--- config.mk ---
export PLATFORM = sky130hd
export DESIGN_NAME = tsv_spare_shift_repair
export DESIGN_NICKNAME = d
export VERILOG_FILES = /design/src/rtl/core/tsr_pkg.sv /design/src/rtl/core/tsv_spare_shift_repair.sv /design/src/rtl/core/tsr_decide.sv
export SDC_FILE = /design/constraint.sdc
export NUM_CORES = 1
export LEC_CHECK = 0
export ABC_AREA = 0
export BUFFER_PORTS_ARGS = -buffer_cell sky130_fd_sc_hd__buf_2
export CAP_MARGIN = 20
export CORE_ASPECT_RATIO = 1.1
export CORE_MARGIN = 2
export CORE_UTILIZATION = 25
export CTS_CLUSTER_DIAMETER = 120
export DETAILED_ROUTE_END_ITERATION = 8
export GPL_ROUTABILITY_DRIVEN = 0
export GPL_TIMING_DRIVEN = 0
export PLACE_DENSITY_LB_ADDON = 0.12
export SYNTH_ARGS = -nofsm -noshare
export SYNTH_HDL_FRONTEND = slang
export SYNTH_SLANG_ARGS = --single-unit
export TNS_END_PERCENT = 100
--- constraint.sdc ---
create_clock -name i_clk -period 6.9 [get_ports i_clk]
set_input_delay 1.38 -clock i_clk [delete_from_list [all_inputs] [get_ports i_clk]]
set_output_delay 1.38 -clock i_clk [all_outputs]
set_load 0.02 [all_outputs]
--- src/rtl/core/tsr_pkg.sv ---
// Types, status codes and the fixed repair table for the TSV spare-shift repair block.
`default_nettype none

package tsr_pkg;

    localparam int unsigned MASK_W  = 6;
    localparam int unsigned SHIFT_W = 2;

    // Left spare bit, and the mask that drops it.
    localparam logic [MASK_W-1:0] SPARE_BIT     = 6'h20;
    localparam logic [MASK_W-1:0] NO_SPARE_MASK = 6'h1F;

    typedef enum logic [2:0] {
        ST_OK            = 3'd0,
        ST_UNREPAIRABLE  = 3'd1,
        ST_SPARE_UNAVAIL = 3'd2,
        ST_CHAIN_FAILED  = 3'd3,
        ST_BORROW_AT_END = 3'd4,
        ST_EARLIER_FAIL  = 3'd5
    } t_status;

    typedef struct packed {
        logic               lend;
        logic               borrow;
        logic               fail;
        logic [SHIFT_W-1:0] s3;
        logic [SHIFT_W-1:0] s2;
        logic [SHIFT_W-1:0] s1;
        logic [SHIFT_W-1:0] s0;
    } t_entry;

    typedef struct packed {
        logic [SHIFT_W-1:0] s0;
        logic [SHIFT_W-1:0] s1;
        logic [SHIFT_W-1:0] s2;
        logic [SHIFT_W-1:0] s3;
        logic               borrow;
        t_status            status;
        logic               array_ok;
        logic               last;
    } t_result;

    typedef struct packed {
        logic borrow_pending;
        logic failed_sticky;
    } t_chain;

    localparam t_entry BAD = '{lend: 1'b0, borrow: 1'b0, fail: 1'b1,
                               s3: 2'd0, s2: 2'd0, s1: 2'd0, s0: 2'd0};

    function automatic t_entry mk(input logic [1:0] a, input logic [1:0] b,
                                  input logic [1:0] c, input logic [1:0] d,
                                  input logic m, input logic l);
        t_entry e;
        e.lend   = l;
        e.borrow = m;
        e.fail   = 1'b0;
        e.s0     = a;
        e.s1     = b;
        e.s2     = c;
        e.s3     = d;
        return e;
    endfunction

    function automatic t_entry repair_lookup(input logic [MASK_W-1:0] mask);
        t_entry e;
        case (mask)
            6'd7:    e = mk(2'd3, 2'd3, 2'd3, 2'd3, 1'b1, 1'b0);
            6'd11:   e = mk(2'd2, 2'd3, 2'd3, 2'd3, 1'b1, 1'b0);
            6'd13:   e = mk(2'd2, 2'd2, 2'd3, 2'd3, 1'b1, 1'b0);
            6'd14:   e = mk(2'd2, 2'd2, 2'd2, 2'd3, 1'b1, 1'b0);
            6'd15:   e = mk(2'd2, 2'd2, 2'd2, 2'd2, 1'b0, 1'b0);
            6'd19:   e = mk(2'd0, 2'd3, 2'd3, 2'd3, 1'b1, 1'b0);
            6'd21:   e = mk(2'd0, 2'd2, 2'd3, 2'd3, 1'b1, 1'b0);
            6'd22:   e = mk(2'd0, 2'd2, 2'd2, 2'd3, 1'b1, 1'b0);
            6'd23:   e = mk(2'd0, 2'd2, 2'd2, 2'd2, 1'b0, 1'b0);
            6'd25:   e = mk(2'd0, 2'd0, 2'd3, 2'd3, 1'b1, 1'b0);
            6'd26:   e = mk(2'd0, 2'd0, 2'd2, 2'd3, 1'b1, 1'b0);
            6'd27:   e = mk(2'd0, 2'd0, 2'd2, 2'd2, 1'b0, 1'b0);
            6'd28:   e = mk(2'd0, 2'd0, 2'd0, 2'd3, 1'b1, 1'b0);
            6'd29:   e = mk(2'd0, 2'd0, 2'd0, 2'd2, 1'b0, 1'b0);
            6'd30:   e = mk(2'd0, 2'd0, 2'd0, 2'd0, 1'b0, 1'b0);
            6'd31:   e = mk(2'd0, 2'd0, 2'd0, 2'd0, 1'b0, 1'b0);
            6'd35:   e = mk(2'd1, 2'd3, 2'd3, 2'd3, 1'b1, 1'b0);
            6'd37:   e = mk(2'd1, 2'd2, 2'd3, 2'd3, 1'b1, 1'b0);
            6'd38:   e = mk(2'd1, 2'd2, 2'd2, 2'd3, 1'b1, 1'b0);
            6'd39:   e = mk(2'd1, 2'd2, 2'd2, 2'd2, 1'b0, 1'b0);
            6'd41:   e = mk(2'd1, 2'd0, 2'd3, 2'd3, 1'b1, 1'b0);
            6'd42:   e = mk(2'd1, 2'd0, 2'd2, 2'd3, 1'b1, 1'b0);
            6'd43:   e = mk(2'd1, 2'd0, 2'd2, 2'd2, 1'b0, 1'b0);
            6'd44:   e = mk(2'd1, 2'd0, 2'd0, 2'd3, 1'b1, 1'b0);
            6'd45:   e = mk(2'd1, 2'd0, 2'd0, 2'd2, 1'b0, 1'b0);
            6'd46:   e = mk(2'd1, 2'd0, 2'd0, 2'd0, 1'b0, 1'b0);
            6'd47:   e = mk(2'd2, 2'd2, 2'd2, 2'd2, 1'b0, 1'b1);
            6'd49:   e = mk(2'd1, 2'd1, 2'd3, 2'd3, 1'b1, 1'b0);
            6'd50:   e = mk(2'd1, 2'd1, 2'd2, 2'd3, 1'b1, 1'b0);
            6'd51:   e = mk(2'd1, 2'd1, 2'd2, 2'd2, 1'b0, 1'b0);
            6'd52:   e = mk(2'd1, 2'd1, 2'd0, 2'd3, 1'b1, 1'b0);
            6'd53:   e = mk(2'd1, 2'd1, 2'd0, 2'd2, 1'b0, 1'b0);
            6'd54:   e = mk(2'd1, 2'd1, 2'd0, 2'd0, 1'b0, 1'b0);
            6'd55:   e = mk(2'd0, 2'd2, 2'd2, 2'd2, 1'b0, 1'b1);
            6'd56:   e = mk(2'd1, 2'd1, 2'd1, 2'd3, 1'b1, 1'b0);
            6'd57:   e = mk(2'd1, 2'd1, 2'd1, 2'd2, 1'b0, 1'b0);
            6'd58:   e = mk(2'd1, 2'd1, 2'd1, 2'd0, 1'b0, 1'b0);
            6'd59:   e = mk(2'd0, 2'd0, 2'd2, 2'd2, 1'b0, 1'b1);
            6'd60:   e = mk(2'd1, 2'd1, 2'd1, 2'd1, 1'b0, 1'b0);
            6'd61:   e = mk(2'd0, 2'd0, 2'd0, 2'd2, 1'b0, 1'b1);
            6'd62:   e = mk(2'd0, 2'd0, 2'd0, 2'd0, 1'b0, 1'b1);
            6'd63:   e = mk(2'd0, 2'd0, 2'd0, 2'd0, 1'b0, 1'b1);
            default: e = BAD;
        endcase
        return e;
    endfunction

endpackage

`default_nettype wire

--- src/rtl/core/tsv_spare_shift_repair.sv ---
// Top level of the TSV spare-shift repair block: input register, decision, result register.
// A word goes from the input register through the combinational lookup and borrow update
// to the result register. Throughput: one word per cycle unless the output stalls.
// Stalls on the output side back up through the result and input registers.
// Reset clears the valid flags and the borrow and failure chain state.
`default_nettype none

module tsv_spare_shift_repair (
    input  wire logic                        i_clk,
    input  wire logic                        i_rst_n,
    input  wire logic                        i_valid,
    output logic                             o_ready,
    input  wire logic [tsr_pkg::MASK_W-1:0]  i_good_mask,
    input  wire logic                        i_last_block,
    output logic                             o_valid,
    input  wire logic                        i_ready,
    output logic [tsr_pkg::SHIFT_W-1:0]      o_pin0_shift,
    output logic [tsr_pkg::SHIFT_W-1:0]      o_pin1_shift,
    output logic [tsr_pkg::SHIFT_W-1:0]      o_pin2_shift,
    output logic [tsr_pkg::SHIFT_W-1:0]      o_pin3_shift,
    output logic                             o_borrow_out,
    output logic [2:0]                       o_block_status,
    output logic                             o_array_ok,
    output logic                             o_last_out
);
    import tsr_pkg::*;

    logic                r_in_valid;
    logic [MASK_W-1:0]   r_mask;
    logic                r_last;
    logic                r_out_valid;
    t_result             r_res;
    t_chain              r_chain;
    t_chain              n_chain;
    t_result             n_res;
    logic                advance;

    assign advance = r_in_valid && (!r_out_valid || i_ready);
    assign o_ready = !r_in_valid || advance;

    tsr_decide u_decide (
        .i_good_mask  (r_mask),
        .i_last_block (r_last),
        .i_chain      (r_chain),
        .o_result     (n_res),
        .o_chain      (n_chain)
    );

    always_ff @(posedge i_clk) begin
        if (!i_rst_n) begin
            r_in_valid  <= 1'b0;
            r_out_valid <= 1'b0;
            r_chain     <= '0;
        end else begin
            if (o_ready) begin
                r_in_valid <= i_valid;
            end
            if (advance) begin
                r_out_valid <= 1'b1;
                r_chain     <= n_chain;
            end else if (i_ready) begin
                r_out_valid <= 1'b0;
            end
        end
    end

    always_ff @(posedge i_clk) begin
        if (o_ready && i_valid) begin
            r_mask <= i_good_mask;
            r_last <= i_last_block;
        end
        if (advance) begin
            r_res <= n_res;
        end
    end

    assign o_valid        = r_out_valid;
    assign o_pin0_shift   = r_res.s0;
    assign o_pin1_shift   = r_res.s1;
    assign o_pin2_shift   = r_res.s2;
    assign o_pin3_shift   = r_res.s3;
    assign o_borrow_out   = r_res.borrow;
    assign o_block_status = r_res.status;
    assign o_array_ok     = r_res.array_ok;
    assign o_last_out     = r_res.last;

endmodule

`default_nettype wire

--- src/rtl/core/tsr_decide.sv ---
// Per-block repair decision: table lookups, spare lending and chain state update.
`default_nettype none

module tsr_decide (
    input  wire logic [tsr_pkg::MASK_W-1:0] i_good_mask,
    input  wire logic                       i_last_block,
    input  wire tsr_pkg::t_chain            i_chain,
    output tsr_pkg::t_result                o_result,
    output tsr_pkg::t_chain                 o_chain
);
    import tsr_pkg::*;

    t_entry  own_entry;
    t_entry  nospare_entry;
    t_entry  entry;
    t_status status;
    logic    borrow;

    assign own_entry     = repair_lookup(i_good_mask);
    assign nospare_entry = repair_lookup(i_good_mask & NO_SPARE_MASK);

    always_comb begin
        entry  = own_entry;
        status = ST_OK;
        borrow = 1'b0;
        if (i_chain.failed_sticky) begin
            status = ST_EARLIER_FAIL;
        end else if (own_entry.fail) begin
            status = ST_UNREPAIRABLE;
        end else if (i_chain.borrow_pending && !own_entry.lend) begin
            // left spare goes to the block before
            if ((i_good_mask & SPARE_BIT) == '0) begin
                status = ST_SPARE_UNAVAIL;
            end else begin
                entry = nospare_entry;
                if (nospare_entry.fail) begin
                    status = ST_CHAIN_FAILED;
                end
            end
        end
        if (status == ST_OK) begin
            borrow = entry.borrow;
            if (i_last_block && entry.borrow) begin
                status = ST_BORROW_AT_END;
            end
        end
        if (status != ST_OK) begin
            borrow = 1'b0;
        end
    end

    always_comb begin
        o_result.s0       = (status == ST_OK) ? entry.s0 : '0;
        o_result.s1       = (status == ST_OK) ? entry.s1 : '0;
        o_result.s2       = (status == ST_OK) ? entry.s2 : '0;
        o_result.s3       = (status == ST_OK) ? entry.s3 : '0;
        o_result.borrow   = borrow;
        o_result.status   = status;
        o_result.array_ok = i_last_block && (status == ST_OK);
        o_result.last     = i_last_block;
    end

    always_comb begin
        if (i_last_block) begin
            o_chain = '0;
        end else begin
            o_chain.borrow_pending = borrow;
            o_chain.failed_sticky  = i_chain.failed_sticky || (status != ST_OK);
        end
    end

endmodule

`default_nettype wire

==> impl_metrics.ini <==
[run_status]
status = finished clean

[route]
viasPerCell = 4.71
drc_errors = 0
dr.pass1.iters = 4
wl_per_cell_um = 14.0
routed_wl_um = 5340
ant_nets = 0
drt-initial-drc-count = 84
routed-via-count = 1799

[sta]
setup_ws_ns = 3.08
period_share = 0.554
fin_crit_ns = 3.82
final-setup-viol-count = 0
hold_violations = 0
rsz0062_at_grt = false
relSlewSlack = 0.565
fmax_mhz = 262
slew_violations = 0
tns_ns = 0
tightest_slew_ns = 0.648
clock_skew_ns = 0.0131

[clocking]
clk_pin_slew_worst_paths_ns = 0.09
cts_buffer_depth = 2
cts_tree = yes
htreeDepth = 2
post-cts-setup-buffer-count = 0
clock_sinks = 45
cts_hold_buffers = 0
numCtsBuffers = 5
root_buffer = clkbuf_8
insertion_delay_ns = 0.30
ctsResizeCount = 0

[worst_setup_path]
crit_path_end = u_decide.own_entry[7]
crit_family = simple AND/OR/NAND/NOR gates
r2r-start = o_valid
crit_fanout = 9
cp_slowest_stage_delay_ns = 0.44
crit_buf_inv = 4
critPathKind = in2reg
path_depth = 12
r2r_slack_ns = 3.90
end_kind = flip-flop
reg2reg_depth = 11
crit_arrival_ns = 3.98
slowest_stage = mux2_2
crit_start = i_ready
r2r-end = u_decide.own_entry[7]
cp_cell_sequence = buf_2, and3b_1, buf_6, inv_4, nand2_1, mux2_2, ha_1, clkbuf_1, nor3_1, a211o_1, a21boi_0, a22oi_1
crit_required_ns = 7.06
start_kind = primary input

[floorplan]
die_y_um = 105
start_util = 0.259
io_pins = 27
rows = 36
die_x_um = 96.0
die_area_um2 = 10100
core_area_um2 = 8960

[synth]
async_reset_ff_frac = 0
ys_types = 54
synth_seq_cells = 45
syn_area_per_cell_um2 = 9.94
ys.flop_type = dfxtp_1
syn_nets = 251
netlist_instances = 234
synth_area_um2 = 2330
synth-edff-count = 21
yosysWarnings = 0
ys_seq_area_frac = 0.478

[power]
p_comb_frac = 0.220
swShare = 0.287
internal_power_uw = 474
seqPwrFrac = 0.483
powerDensity_nw_per_um2 = 246
p_clk_frac = 0.297
leakagePower_uw = 0.00110
ir_worst_vdd_uv = 90.7
power.switching_uw = 191

[finish]
mostFrequentLayoutCells = buf_2, nand2_1, dfxtp_1
final_nets = 284
syn2layout_area_growth_pct = 16.4
seqCellArea_um2 = 1110
insertedDiodeCount = 0
fin_cells = 382
fillers = 951
finish.instance_area_um2 = 2710
multiInputGateArea_um2 = 1100
final_common_cell = buf_2
drive_gt1_frac = 0.205

[min_path]
hold_path.class = reg2reg

[place]
io_buffers = 26
post-place-ws_ns = 2.81
dp_hpwl_um = 4040
place_inst = 374
placed_cell_area_um2 = 2600

[global_route]
grt.overflow.total = 0
antenna_found_initial = 0
grt_pass1_wl_um = 8690
grt_usage = 0.111
first_global_vias = 1761
grt_max_degree = 16

[job]
max-cap-violations = 0
==> synthesized netlist by cell type (2+ instances only) <==
library cell	count	share of area
a21o_1	3	0.0097
xor2_1	2	0.0075
edfxtp_1	21	0.27
nand4b_1	2	0.0075
clkbuf_1	4	0.0065
a211o_1	2	0.0075
o21a_1	3	0.0097
a22oi_1	4	0.013
nand2_1	24	0.039
inv_1	11	0.018
mux2i_1	6	0.026
nor3_1	7	0.015
buf_6	2	0.0097
nor2b_1	4	0.011
a31o_2	2	0.0075
a21oi_1	19	0.041
a21boi_0	2	0.0065
o2bb2ai_1	2	0.0075
o211a_1	2	0.0086
buf_2	5	0.011
nand3_1	13	0.028
a221o_1	2	0.0086
o211ai_2	2	0.011
and3b_1	2	0.0075
nand2b_1	4	0.011
nor2_1	16	0.026
xnor2_1	4	0.015
dfxtp_1	24	0.21
a211oi_1	7	0.023
ha_1	6	0.032
mux2_2	4	0.019
==> worst min path at each step <==
stage                              startpoint           endpoint  slack [ns]  cells past startpoint
finish                             r_chain[1]         r_chain[1]        0.54                      2
global route            u_decide.own_entry[6]    o_pin3_shift[0]        0.58                      2
CTS                 u_decide.nospare_entry[8]  o_block_status[0]        0.55                      2
detailed placement  u_decide.nospare_entry[8]  o_block_status[0]        0.53                      2
global placement                   r_in_valid            o_valid        0.53                      1
floorplan                          r_in_valid            o_valid        0.49                      1
==> per-layer routing <==
layer	global-route usage	wire, um
met1	0.149	2590
met2	0.172	2420
met3	0.0252	200
met4	0.0398	128
met5	0	0
==> state kept, by name (all words and copies together), names as in the netlist, 2 cells and up <==
register and count:
r_mask 6, o_pin1_shift 2, o_block_status 3, u_decide.own_entry 11, o_pin2_shift 2, o_pin3_shift 2, u_decide.nospare_entry 9, o_pin0_shift 2
r_chain 2
==> cell type report <==
cell class | count | area share
buffer | 11 | 0.0231
timing repair buffer | 26 | 0.0481
sequential | 45 | 0.411
tap | 114 | 0.0527
clock buffer | 6 | 0.0268
inverter | 12 | 0.0176
clock inverter | 2 | 0.0129
multi-input combinational | 166 | 0.408
==> cell families after synthesis <==
kind of cell | synth area share
AND/OR/NAND/NOR | 0.169
AO/OA/AOI/OAI | 0.199
flip-flops | 0.478
buffers and inverters | 0.0473
multiplexers | 0.0516
XOR/XNOR | 0.0226
adder cells (fa/ha/maj) | 0.0323
==> stage by stage <==
step,hold slack (ns),util,total power (uW)
floorplan,0.490,-,432
global placement,0.530,0.290,476
detailed placement,0.527,0.290,474
CTS,0.551,0.302,672
global route,0.581,0.302,702
finish,0.543,0.302,665
==> power groups by stage <==
| stage | Sequential [uW] | Combinational [uW] | Clock [uW] |
|---|---|---|---|
| after floorplan | 332 | 100 | 0 |
| after global placement | 327 | 148 | 0 |
| after detailed placement | 328 | 146 | 0 |
| after CTS | 322 | 147 | 203 |
| after global routing | 324 | 162 | 216 |
| final | 321 | 146 | 197 |
==> worst register-to-register path: cells and delay by family (launching register included) <==
kind / cells / cell delay (ns)
mux: 1 / 0.44
simple gates: 3 / 0.83
fa+ha+maj: 1 / 0.19
buf+inv: 3 / 0.39
flops: 1 / 0.40
compound gates: 3 / 0.61
(Power assumes the default switching activity.)
